`config.mk`:
```
export PLATFORM = sky130hd
export DESIGN_NAME = led_frame_buffer_brightness_unit
export DESIGN_NICKNAME = d
export VERILOG_FILES = /design/src/rtl/led_fbb_pkg.sv /design/src/rtl/led_frame_buffer_brightness_unit.sv /design/src/rtl/led_fbb_scale.sv /design/src/rtl/led_fbb_store.sv
export SDC_FILE = /design/constraint.sdc
export NUM_CORES = 1
export LEC_CHECK = 0
export ABC_AREA = 1
export BUFFER_PORTS_ARGS = -buffer_cell sky130_fd_sc_hd__clkbuf_2
export CAP_MARGIN = 20
export CORE_ASPECT_RATIO = 0.6
export CORE_MARGIN = 1
export CORE_UTILIZATION = 55
export CTS_CLUSTER_SIZE = 8
export DETAILED_ROUTE_END_ITERATION = 12
export HOLD_SLACK_MARGIN = 0.06
export MAX_ROUTING_LAYER = met4
export PLACE_DENSITY = 0.71
export SLEW_MARGIN = 20
export SYNTH_ARGS = -nofsm -noshare
export SYNTH_HDL_FRONTEND = slang
export SYNTH_SLANG_ARGS = --single-unit
```
`constraint.sdc`:
```
create_clock -name i_clk -period 5.4 [get_ports i_clk]
set_input_delay 1.08 -clock i_clk [delete_from_list [all_inputs] [get_ports i_clk]]
set_output_delay 1.08 -clock i_clk [all_outputs]
set_load 0.1 [all_outputs]
```
`src/rtl/led_fbb_pkg.sv`:
```
// ----------------------------------------------------------------------------
// led_fbb_pkg
// Shared constants and types for the LED frame buffer with brightness.
// ----------------------------------------------------------------------------
package led_fbb_pkg;

    localparam int LED_COUNT = 25;
    localparam int ADDR_W    = (LED_COUNT > 1) ? $clog2(LED_COUNT) : 1;
    localparam int IDX_W     = 6;
    localparam int FUNC_W    = 2;
    localparam int COLOR_W   = 8;

    localparam logic [FUNC_W-1:0] FUNC_SET   = 2'd0;
    localparam logic [FUNC_W-1:0] FUNC_CLEAR = 2'd1;
    localparam logic [FUNC_W-1:0] FUNC_FLUSH = 2'd2;

    localparam logic [COLOR_W-1:0] BRIGHT_RESET = 8'd127;

    typedef struct packed {
        logic [COLOR_W-1:0] green;
        logic [COLOR_W-1:0] red;
        logic [COLOR_W-1:0] blue;
    } t_pixel;

    typedef struct packed {
        logic              we;
        logic              clr;
        logic [ADDR_W-1:0] waddr;
    } t_store_ctl;

endpackage

```
`src/rtl/led_frame_buffer_brightness_unit.sv`:
```
// ----------------------------------------------------------------------------
// led_frame_buffer_brightness_unit
// LED frame buffer with global brightness; set, clear and flush requests.
//
//   channel   handshake                  payload
//   input     i_valid / o_ready          func, led_index, red/green/blue_in
//   output    o_valid / i_ready          green/red/blue_out, last_led
//   config    i_cfg_valid / o_cfg_ready  brightness
//
// Set: the shared multiplier scales red, green, blue in turn, then the pixel
// is written. Clear, ignored set and unused code finish in the idle state. Flush:
// each LED in turn from the output register, held while the output stalls.
// Reset clears the store valid bits at once; brightness resets to 127.
// ----------------------------------------------------------------------------
module led_frame_buffer_brightness_unit (
    input  logic                            i_clk,
    input  logic                            i_rst_n,
    input  logic                            i_valid,
    output logic                            o_ready,
    input  logic [led_fbb_pkg::FUNC_W-1:0]  i_func,
    input  logic [led_fbb_pkg::IDX_W-1:0]   i_led_index,
    input  logic [led_fbb_pkg::COLOR_W-1:0] i_red_in,
    input  logic [led_fbb_pkg::COLOR_W-1:0] i_green_in,
    input  logic [led_fbb_pkg::COLOR_W-1:0] i_blue_in,
    output logic                            o_valid,
    input  logic                            i_ready,
    output logic [led_fbb_pkg::COLOR_W-1:0] o_green_out,
    output logic [led_fbb_pkg::COLOR_W-1:0] o_red_out,
    output logic [led_fbb_pkg::COLOR_W-1:0] o_blue_out,
    output logic                            o_last_led,
    input  logic                            i_cfg_valid,
    output logic                            o_cfg_ready,
    input  logic [led_fbb_pkg::COLOR_W-1:0] i_cfg_data
);
    import led_fbb_pkg::*;

    localparam logic [1:0] ST_IDLE  = 2'd0;
    localparam logic [1:0] ST_SCALE = 2'd1;
    localparam logic [1:0] ST_FLUSH = 2'd2;

    localparam logic [1:0] STEP_RED   = 2'd0;
    localparam logic [1:0] STEP_GREEN = 2'd1;
    localparam logic [1:0] STEP_BLUE  = 2'd2;
    localparam logic [1:0] STEP_WRITE = 2'd3;

    localparam logic [ADDR_W-1:0] ADDR_LAST = ADDR_W'(LED_COUNT - 1);
    localparam logic [IDX_W:0]    IDX_LIMIT = (IDX_W + 1)'(LED_COUNT);

    logic [1:0]         r_state, n_state;
    logic [1:0]         r_step;
    logic [ADDR_W-1:0]  r_addr;
    logic [COLOR_W-1:0] r_bright;
    logic [ADDR_W-1:0]  r_waddr;
    logic [COLOR_W-1:0] r_red_in, r_green_in, r_blue_in;
    logic [COLOR_W-1:0] r_red_s, r_green_s;

    logic               r_out_valid;
    t_pixel             r_out;
    logic               r_out_last;

    logic               w_accept;
    logic               w_in_range;
    logic               w_load;
    logic [COLOR_W-1:0] w_operand;
    logic [COLOR_W-1:0] w_quot;
    t_store_ctl         w_ctl;
    t_pixel             w_wdata;
    t_pixel             w_rdata;

    assign o_ready     = (r_state == ST_IDLE);
    assign o_cfg_ready = 1'b1;
    assign w_accept    = i_valid && o_ready;
    assign w_in_range  = ({1'b0, i_led_index} < IDX_LIMIT);
    assign w_load      = (r_state == ST_FLUSH) && (!r_out_valid || i_ready);

    always_ff @(posedge i_clk) begin
        if (!i_rst_n) begin
            r_bright <= BRIGHT_RESET;
        end else if (i_cfg_valid && o_cfg_ready) begin
            r_bright <= i_cfg_data;
        end
    end

    always_comb begin
        n_state = r_state;
        case (r_state)
            ST_IDLE: begin
                if (w_accept) begin
                    if (i_func == FUNC_SET && w_in_range) begin
                        n_state = ST_SCALE;
                    end else if (i_func == FUNC_FLUSH) begin
                        n_state = ST_FLUSH;
                    end
                end
            end
            ST_SCALE: begin
                if (r_step == STEP_WRITE) begin
                    n_state = ST_IDLE;
                end
            end
            ST_FLUSH: begin
                if (w_load && r_addr == ADDR_LAST) begin
                    n_state = ST_IDLE;
                end
            end
            default: n_state = ST_IDLE;
        endcase
    end

    always_ff @(posedge i_clk) begin
        if (!i_rst_n) begin
            r_state <= ST_IDLE;
            r_step  <= STEP_RED;
            r_addr  <= '0;
        end else begin
            r_state <= n_state;
            if (r_state == ST_SCALE) begin
                r_step <= r_step + 2'd1;
            end else begin
                r_step <= STEP_RED;
            end
            if (w_load) begin
                r_addr <= (r_addr == ADDR_LAST) ? '0 : r_addr + ADDR_W'(1);
            end
        end
    end

    always_ff @(posedge i_clk) begin
        if (w_accept) begin
            r_waddr    <= i_led_index[ADDR_W-1:0];
            r_red_in   <= i_red_in;
            r_green_in <= i_green_in;
            r_blue_in  <= i_blue_in;
        end
        if (r_state == ST_SCALE && r_step == STEP_GREEN) begin
            r_red_s <= w_quot;
        end
        if (r_state == ST_SCALE && r_step == STEP_BLUE) begin
            r_green_s <= w_quot;
        end
    end

    always_comb begin
        case (r_step)
            STEP_RED:   w_operand = r_red_in;
            STEP_GREEN: w_operand = r_green_in;
            default:    w_operand = r_blue_in;
        endcase
    end

    led_fbb_scale u_scale (
        .i_clk    (i_clk),
        .i_value  (w_operand),
        .i_factor (r_bright),
        .o_quot   (w_quot)
    );

    assign w_ctl.we    = (r_state == ST_SCALE) && (r_step == STEP_WRITE);
    assign w_ctl.clr   = w_accept && (i_func == FUNC_CLEAR);
    assign w_ctl.waddr = r_waddr;
    assign w_wdata.green = r_green_s;
    assign w_wdata.red   = r_red_s;
    assign w_wdata.blue  = w_quot;

    led_fbb_store u_store (
        .i_clk   (i_clk),
        .i_rst_n (i_rst_n),
        .i_ctl   (w_ctl),
        .i_wdata (w_wdata),
        .i_raddr (r_addr),
        .o_rdata (w_rdata)
    );

    always_ff @(posedge i_clk) begin
        if (!i_rst_n) begin
            r_out_valid <= 1'b0;
        end else if (w_load) begin
            r_out_valid <= 1'b1;
        end else if (i_ready) begin
            r_out_valid <= 1'b0;
        end
    end

    always_ff @(posedge i_clk) begin
        if (w_load) begin
            r_out      <= w_rdata;
            r_out_last <= (r_addr == ADDR_LAST);
        end
    end

    assign o_valid     = r_out_valid;
    assign o_green_out = r_out.green;
    assign o_red_out   = r_out.red;
    assign o_blue_out  = r_out.blue;
    assign o_last_led  = r_out_last;

`ifndef SYNTHESIS
    a_flush_starts: assert property (@(posedge i_clk) disable iff (!i_rst_n)
        (w_accept && i_func == FUNC_FLUSH) |=> (r_state == ST_FLUSH))
        else $error("flush request did not start the frame walk");

    a_set_starts: assert property (@(posedge i_clk) disable iff (!i_rst_n)
        (w_accept && i_func == FUNC_SET && w_in_range) |=> (r_state == ST_SCALE && !o_ready))
        else $error("in-range set did not start scaling");

    a_no_stray_out: assert property (@(posedge i_clk) disable iff (!i_rst_n)
        (r_state != ST_FLUSH && !(o_valid && !i_ready)) |=> !o_valid)
        else $error("result appeared outside a flush");
`endif

endmodule

```
`src/rtl/led_fbb_scale.sv`:
```
// ----------------------------------------------------------------------------
// led_fbb_scale
// Shared colour scaler: floor(v * factor / 255). Product registered,
// divide by 255 done as a reciprocal add on the registered product.
// ----------------------------------------------------------------------------
module led_fbb_scale (
    input  logic                          i_clk,
    input  logic [led_fbb_pkg::COLOR_W-1:0] i_value,
    input  logic [led_fbb_pkg::COLOR_W-1:0] i_factor,
    output logic [led_fbb_pkg::COLOR_W-1:0] o_quot
);
    import led_fbb_pkg::*;

    logic [2*COLOR_W-1:0] r_prod;
    logic [2*COLOR_W-1:0] n_prod;
    logic [2*COLOR_W-1:0] w_sum;

    assign n_prod = {{COLOR_W{1'b0}}, i_value} * {{COLOR_W{1'b0}}, i_factor};

    always_ff @(posedge i_clk) begin
        r_prod <= n_prod;
    end

    // exact for products below 65535
    assign w_sum  = r_prod + {{(2*COLOR_W-1){1'b0}}, 1'b1}
                  + {{COLOR_W{1'b0}}, r_prod[2*COLOR_W-1:COLOR_W]};
    assign o_quot = w_sum[2*COLOR_W-1:COLOR_W];

endmodule

```
`src/rtl/led_fbb_store.sv`:
```
// ----------------------------------------------------------------------------
// led_fbb_store
// Pixel store: one entry per LED with a valid bit each. Invalid entries
// read as zero, so reset and clear take effect at once.
// ----------------------------------------------------------------------------
module led_fbb_store (
    input  logic                           i_clk,
    input  logic                           i_rst_n,
    input  led_fbb_pkg::t_store_ctl        i_ctl,
    input  led_fbb_pkg::t_pixel            i_wdata,
    input  logic [led_fbb_pkg::ADDR_W-1:0] i_raddr,
    output led_fbb_pkg::t_pixel            o_rdata
);
    import led_fbb_pkg::*;

    logic [LED_COUNT-1:0] r_valid;
    t_pixel               r_mem [LED_COUNT];

    always_ff @(posedge i_clk) begin
        if (!i_rst_n) begin
            r_valid <= '0;
        end else if (i_ctl.clr) begin
            r_valid <= '0;
        end else if (i_ctl.we) begin
            r_valid[i_ctl.waddr] <= 1'b1;
        end
    end

    always_ff @(posedge i_clk) begin
        if (i_ctl.we) begin
            r_mem[i_ctl.waddr] <= i_wdata;
        end
    end

    assign o_rdata = r_valid[i_raddr] ? r_mem[i_raddr] : '0;

endmodule
```
==> impl_metrics.csv, run 1 <==
group,metric,value,unit
clock_tree,cts_setup_buffers,0,
floorplanning,die_width,313.8,um
power,power.switching,5.136,mW
power,power.share.clock,34.4,%
final_layout,final_common_cell,"nand2_1",
grt,grt_pass1_wl,126.3,mm
clock_tree,cts_buffer_depth,3,
timing,tightest_slew,1.137,ns
synthesis,synth_seq_cells,729,
clock_tree,worst_skew_pair.late_latency,0.65,ns
drt,wl,82.71,mm
grt,grt_max_degree,212,
floorplanning,start_util,55.70,%
flow_run,drv_cap,0,
critical_path,critPathLaunch,"r_step[0]$_SDFF_PN0_",
power,peakVddDrop,0.3558,mV
power,pwr-share-comb,24.0,%
clock_tree,cts_root_buffer,"clkbuf_16",
drt,drt-vias-per-instance,5.671,
final_layout,n_antenna_cell,0,
clock_tree,tritoncts,"done",
run_status,outcome,"finished, final reports clean",
drt,num_vias,22078,
synthesis,synthCells,3003,
placed_design,pre_cts_slack,0.2302,ns
grt,grtUsageMet2,42.78,%
clock_tree,clock_sinks,729,
power,power_density,455.5,nW/um2
synthesis,synth_edf_count,670,
timing,clock_skew,0.02131,ns
synthesis,synth_ff_type,"edfxtp_1",
timing,setup_ws,0.2236,ns
floorplanning,row_count,68,
grt,grt_pass1_vias,21484,
clock_tree,numCtsBuffers,101,
clock_tree,cts.clk_slew.worst_paths,0.05,ns
power,pwr-share-seq,41.5,%
synthesis,synth_cell_type_count,38,
clock_tree,h-tree-depth,3,
grt,grt.busiest_layer,"met2",
floorplanning,core_area,57600,um2
critical_path,crit_fanout,9,
timing,hold_slack,0.4560,ns
power,sw_frac_of_total,31.43,%
synthesis,syn_area_per_cell,10.68,um2
grt,gr-total-overflow,0,
final_layout,nNetsFinal,3218,
timing,tns,0,ns
synthesis,ys_async_sr_fraction,0,%
drt,drtPass1Iterations,7,
floorplanning,num_io_pins,73,
synthesis,ys_seq_area_share,66.39,%
worst_hold_path,hp-start,"u_store.r_valid[14]$_SDFFE_PP0P_",
critical_path,endpoint,"u_scale.r_prod[14]$_DFF_P_",
clock_tree,cts_hold_buf,0,
timing,relSlewSlack,23.91,%
drt,detail_route.wl_per_cell,21.24,um
critical_path,end_kind,"register",
final_layout,top_register,"u_store.r_mem",
synthesis,syn_nets,3133,
timing,min_period_over_period,95.86,%
critical_path,critPathKind,"register to register",
critical_path,required,5.93,ns
critical_path,reg2reg_from,"r_step[0]$_SDFF_PN0_",
final_layout,syn_to_final_growth,11.81,%
grt,antenna_found_initial,0,
synthesis,yosys_warnings,0,
final_layout,n_fill_cell,4415,
clock_tree,cts_resized,0,
timing,slew_viol_final,0,
drt,drc_errors,0,
critical_path,worstReg2RegEnd,"u_scale.r_prod[14]$_DFF_P_",
timing,hold_violations,0,
critical_path,start_kind,"register",
final_layout,largest_register_ffs,600,
placed_design,gp_congestion,0.8542,
placed_design,dpl.hpwl,44.86,mm
drt,first_iter_violations,2703,
timing,fmax,193.2,MHz
grt,grt_use_total,29.27,%
synthesis,syn_area,32080,um2
timing,setup_viol,0,
timing,final.min_clock_period,5.176,ns
timing,grt_setup_unrepaired,"no",
critical_path,worst-r2r-setup-slack,0.22,ns
final_layout,drive_above_1_share,8.517,%
drt,ant_nets,0,
grt,grt_util_met1,41.75,%
final_layout,reg.largest.list,"u_store.r_mem: 600 flops, u_store.r_valid: 25 flops, u_scale.r_prod: 16 flops",
power,leakage,14.56,nW
worst_hold_path,hp-class,"register to register",
grt,grt.met3_usage,5.619,%
placed_design,portBuffers,71,
floorplanning,chipHeight,189.1,um
floorplanning,dieArea,59330,um2
final_layout,layout_common_cells,"711 x nand2_1, 670 x edfxtp_1, 373 x inv_1",
power,p_int,11.20,mW
critical_path,r2r.worst_path.cells,17,
critical_path,cp.arrival,5.71,ns
## routing by layer
metal | vias to the layer above | wire length (um)
met5 | - | 0
met1 | 10579 | 35690
met2 | 1200 | 36270
met3 | 157 | 8680
li1 | 10142 | -
met4 | 0 | 2064
## synth_stat cells (20+ instances only)
library cell | instances | share of area (%)
nand2_1 | 711 | 8.3
edfxtp_1 | 670 | 63
inv_1 | 379 | 4.4
nand3_1 | 365 | 5.7
nor2_1 | 297 | 3.5
o21ai_0 | 108 | 1.7
a21oi_1 | 94 | 1.5
dfxtp_1 | 59 | 3.7
ha_1 | 49 | 1.9
buf_2 | 48 | 0.75
clkbuf_1 | 45 | 0.53
fa_1 | 36 | 2.2
buf_1 | 20 | 0.23
nor3_1 | 20 | 0.31
## layout make-up
type | instances | area (um2) | area share (%)
Clock inverter | 8 | 111.4 | 0.3104
Sequential cell | 729 | 21310 | 59.40
Tap cell | 770 | 963.4 | 2.686
Multi-Input combinational cell | 1750 | 8645 | 24.10
Inverter | 386 | 1459 | 4.067
Timing Repair Buffer | 120 | 748.2 | 2.086
Clock buffer | 130 | 2636 | 7.349
## through the flow
stage | utilization (%) | total power [mW] | instance area, um2 | cells
final | 62.28 | 16.34 | 35870 | 3893
after CTS | 62.27 | 16.34 | 35870 | 3893
after floorplan | - | 9.723 | 32080 | 3003
after global placement | 57.50 | 10.65 | 33120 | 3755
after detailed placement | 57.50 | 10.73 | 33120 | 3755
after global routing | 62.28 | 17.10 | 35870 | 3893
## worst min-delay path by stage
stage	to	slack [ns]	depth (start not counted)
finish	u_store.r_valid[14]$_SDFFE_PP0P_	0.46	2
floorplan	u_store.r_valid[13]$_SDFFE_PP0P_	0.43	2
global placement	u_store.r_valid[1]$_SDFFE_PP0P_	0.44	2
global route	u_store.r_valid[1]$_SDFFE_PP0P_	0.47	2
detailed placement	u_store.r_valid[23]$_SDFFE_PP0P_	0.45	2
CTS	u_store.r_valid[23]$_SDFFE_PP0P_	0.46	2
## cell families after synthesis
kind of cell / count (synthesis) / synth area share (%)
compound gates: 244 / 4.212
xor+xnor: 10 / 0.2730
fa+ha+maj: 85 / 4.157
buf+inv: 524 / 6.790
flops: 729 / 66.39
other cells: 1 / 0.01169
simple gates: 1410 / 18.16
## power by group through the flow
stage | clock [mW] | sequential (mW) | combinational (mW)
after global placement | 0 | 6.88 | 3.77
after global routing | 5.91 | 6.79 | 4.40
after floorplan | 0 | 7.01 | 2.71
final | 5.62 | 6.79 | 3.93
after CTS | 5.68 | 6.78 | 3.88
after detailed placement | 0 | 6.88 | 3.85
## worst max-delay path, cell delays in order, from the launching register on
cell	delay (ns)
dfxtp_1	0.37
inv_1	0.09
ha_1	0.32
a22o_1	0.28
a21oi_1	0.66
nor2_1	0.14
fa_1	0.53
fa_1	0.46
fa_1	0.52
inv_1	0.05
fa_1	0.47
inv_1	0.04
ha_1	0.36
nand2_1	0.12
o21ai_0	0.35
nand2_1	0.13
nand4_1	0.12
nand2_1	0.05
No activity file was read; power rests on OpenSTA's default activity.
==> inputs of run 2 (changes only) <==
--- a/config.mk
+++ b/config.mk
@@ -8,7 +8,6 @@
 export ABC_AREA = 1
 export BUFFER_PORTS_ARGS = -buffer_cell sky130_fd_sc_hd__clkbuf_2
 export CAP_MARGIN = 20
-export CORE_ASPECT_RATIO = 0.6
 export CORE_MARGIN = 1
 export CORE_UTILIZATION = 55
 export CTS_CLUSTER_SIZE = 8
==> impl_metrics.csv, run 2 (synthesis results as in run 1) <==
group,metric,value,unit
floorplanning,die_width,243.5,um
clock_tree,cts_setup_buffers,0,
clock_tree,clock_sinks,729,
worst_hold_path,whs_path_depth,2,
floorplanning,row_count,88,
floorplanning,dieArea,59300,um2
flow_run,drv_cap,0,
timing,tns,0,ns
timing,tightest_slew,1.123,ns
timing,final.min_clock_period,5.056,ns
power,peakVddDrop,0.3371,mV
placed_design,portBuffers,71,
critical_path,crit_family,"adder cells",
critical_path,start_kind,"register",
final_layout,drive_above_1_share,8.545,%
critical_path,crit_fanout,9,
run_status,outcome,"finished, final reports clean",
drt,wl,80.30,mm
final_layout,fin_area,35880,um2
clock_tree,cts_buffer_depth,3,
timing,relSlewSlack,25.17,%
final_layout,final_common_cell,"nand2_1",
drt,ant_nets,0,
floorplanning,chipHeight,243.5,um
clock_tree,cts_root_buffer,"clkbuf_16",
clock_tree,cts.clk_slew.worst_paths,0.05,ns
timing,clock_skew,0.04815,ns
clock_tree,worst_skew_pair.late_latency,0.66,ns
grt,grt_pass1_vias,21799,
floorplanning,start_util,55.61,%
placed_design,detailed_place.area,33090,um2
worst_hold_path,hp-class,"register to register",
grt,gr-total-overflow,0,
drt,first_iter_violations,2706,
final_layout,layout_common_cells,"711 x nand2_1, 670 x edfxtp_1, 368 x inv_1",
floorplanning,core_area,57700,um2
clock_tree,cts_hold_buf,0,
final_layout,stdcell_count,3878,
critical_path,path_cells,"inv_1, ha_1, a22o_1, a21oi_1, inv_1, nand2_1, fa_1, fa_1, inv_1, fa_1, inv_1, fa_1, inv_1, ha_1, nand2_1, o21ai_0, nand2_1, nand3_1, xor2_1",
final_layout,reg.largest.list,"u_store.r_mem: 600 flops, u_store.r_valid: 25 flops, u_scale.r_prod: 16 flops",
drt,drc_errors,0,
placed_design,gp_congestion,0.8849,
clock_tree,tritoncts,"done",
clock_tree,cts_resized,0,
critical_path,required,5.99,ns
critical_path,end_kind,"register",
timing,slew_viol_final,0,
critical_path,r2r.worst_path.cells,19,
timing,fmax,197.8,MHz
drt,num_vias,22021,
grt,grt_max_degree,188,
drt,drt-vias-per-instance,5.678,
critical_path,crit_slowest_cell,"fa_1",
final_layout,nNetsFinal,3212,
final_layout,syn_to_final_growth,11.84,%
power,totalPowerFinal,16.26,mW
timing,hold_violations,0,
critical_path,crit_cells,19,
power,power_density,453.2,nW/um2
timing,grt_setup_unrepaired,"no",
critical_path,cpMostUsedCell,"inv_1",
power,leakage,14.54,nW
placed_design,dpl.hpwl,43.20,mm
critical_path,worst-path-buf-inv,5,
critical_path,critPathKind,"register to register",
timing,setup_viol,0,
final_layout,top_register,"u_store.r_mem",
critical_path,cpPeakStageDelay,0.55,ns
placed_design,dp.cells,3744,
drt,detail_route.wl_per_cell,20.71,um
final_layout,n_antenna_cell,0,
clock_tree,h-tree-depth,3,
grt,grt_pass1_wl,123.0,mm
grt,grt_use_total,28.18,%
final_layout,largest_register_ffs,600,
timing,min_period_over_period,93.63,%
grt,antenna_found_initial,1,
clock_tree,numCtsBuffers,101,
critical_path,cp.arrival,5.64,ns
drt,drtPass1Iterations,7,
floorplanning,num_io_pins,73,
## run 2: cell count changes in the layout (fill, tap and decap cells not counted), sizes merged
cell,change
buf,-6
clkbuf,-4
clkinv,+1
inv,-1
## run 2: through the flow
stage	setup WS, ns	hold WS [ns]	utilization [%]
floorplan	0.7644	0.4313	-
global placement	0.4705	0.4393	57.31
detailed placement	0.2904	0.4446	57.35
CTS	0.3267	0.4527	62.19
global route	0.08587	0.4757	62.19
finish	0.3440	0.4546	62.19
## run 2: worst paths after layout
kind | startpoint | end | slack [ns]
hold / removal | u_store.r_valid[15]$_SDFFE_PP0P_ | u_store.r_valid[15]$_SDFFE_PP0P_ | 0.45
setup reg to reg | r_step[0]$_SDFF_PN0_ | u_scale.r_prod[13]$_DFF_P_ | 0.34
setup / recovery | r_step[0]$_SDFF_PN0_ | u_scale.r_prod[13]$_DFF_P_ | 0.34
hold reg to reg | u_store.r_valid[15]$_SDFFE_PP0P_ | u_store.r_valid[15]$_SDFFE_PP0P_ | 0.45
## run 2: cell type report
cell class / count / area, um2
fillers: 4463 / 21810
flip-flops and latches: 729 / 21310
multi-input cells: 1750 / 8647
clock buffers: 126 / 2653
inverters: 386 / 1459
well taps: 765 / 957.2
repair buffers: 114 / 715.7
clock inverters: 8 / 140.1
## run 2: report_power, final
part | leakage [nW] | switching [mW] | internal [mW]
clock network | 1.35 | 2.25 | 3.40
logic | 6.63 | 2.66 | 1.19
registers | 6.56 | 0.112 | 6.65
## run 2: routing by layer
layer	share of wire, %	GRT usage (%)	vias to the layer above
met5	0	-	-
met1	40	37.24	10475
met2	46	43.83	1198
met4	3.5	10.59	0
li1	-	-	10112
met3	9.9	5.012	236
## run 2: worst min-delay path, delay by kind of cell, from the launching register on
| kind | cells | cell delay (ns) |
|---|---|---|
| buffers and inverters | 1 | 0.06 |
| DFF | 1 | 0.30 |
| AOI/OAI and AO/OA | 1 | 0.05 |
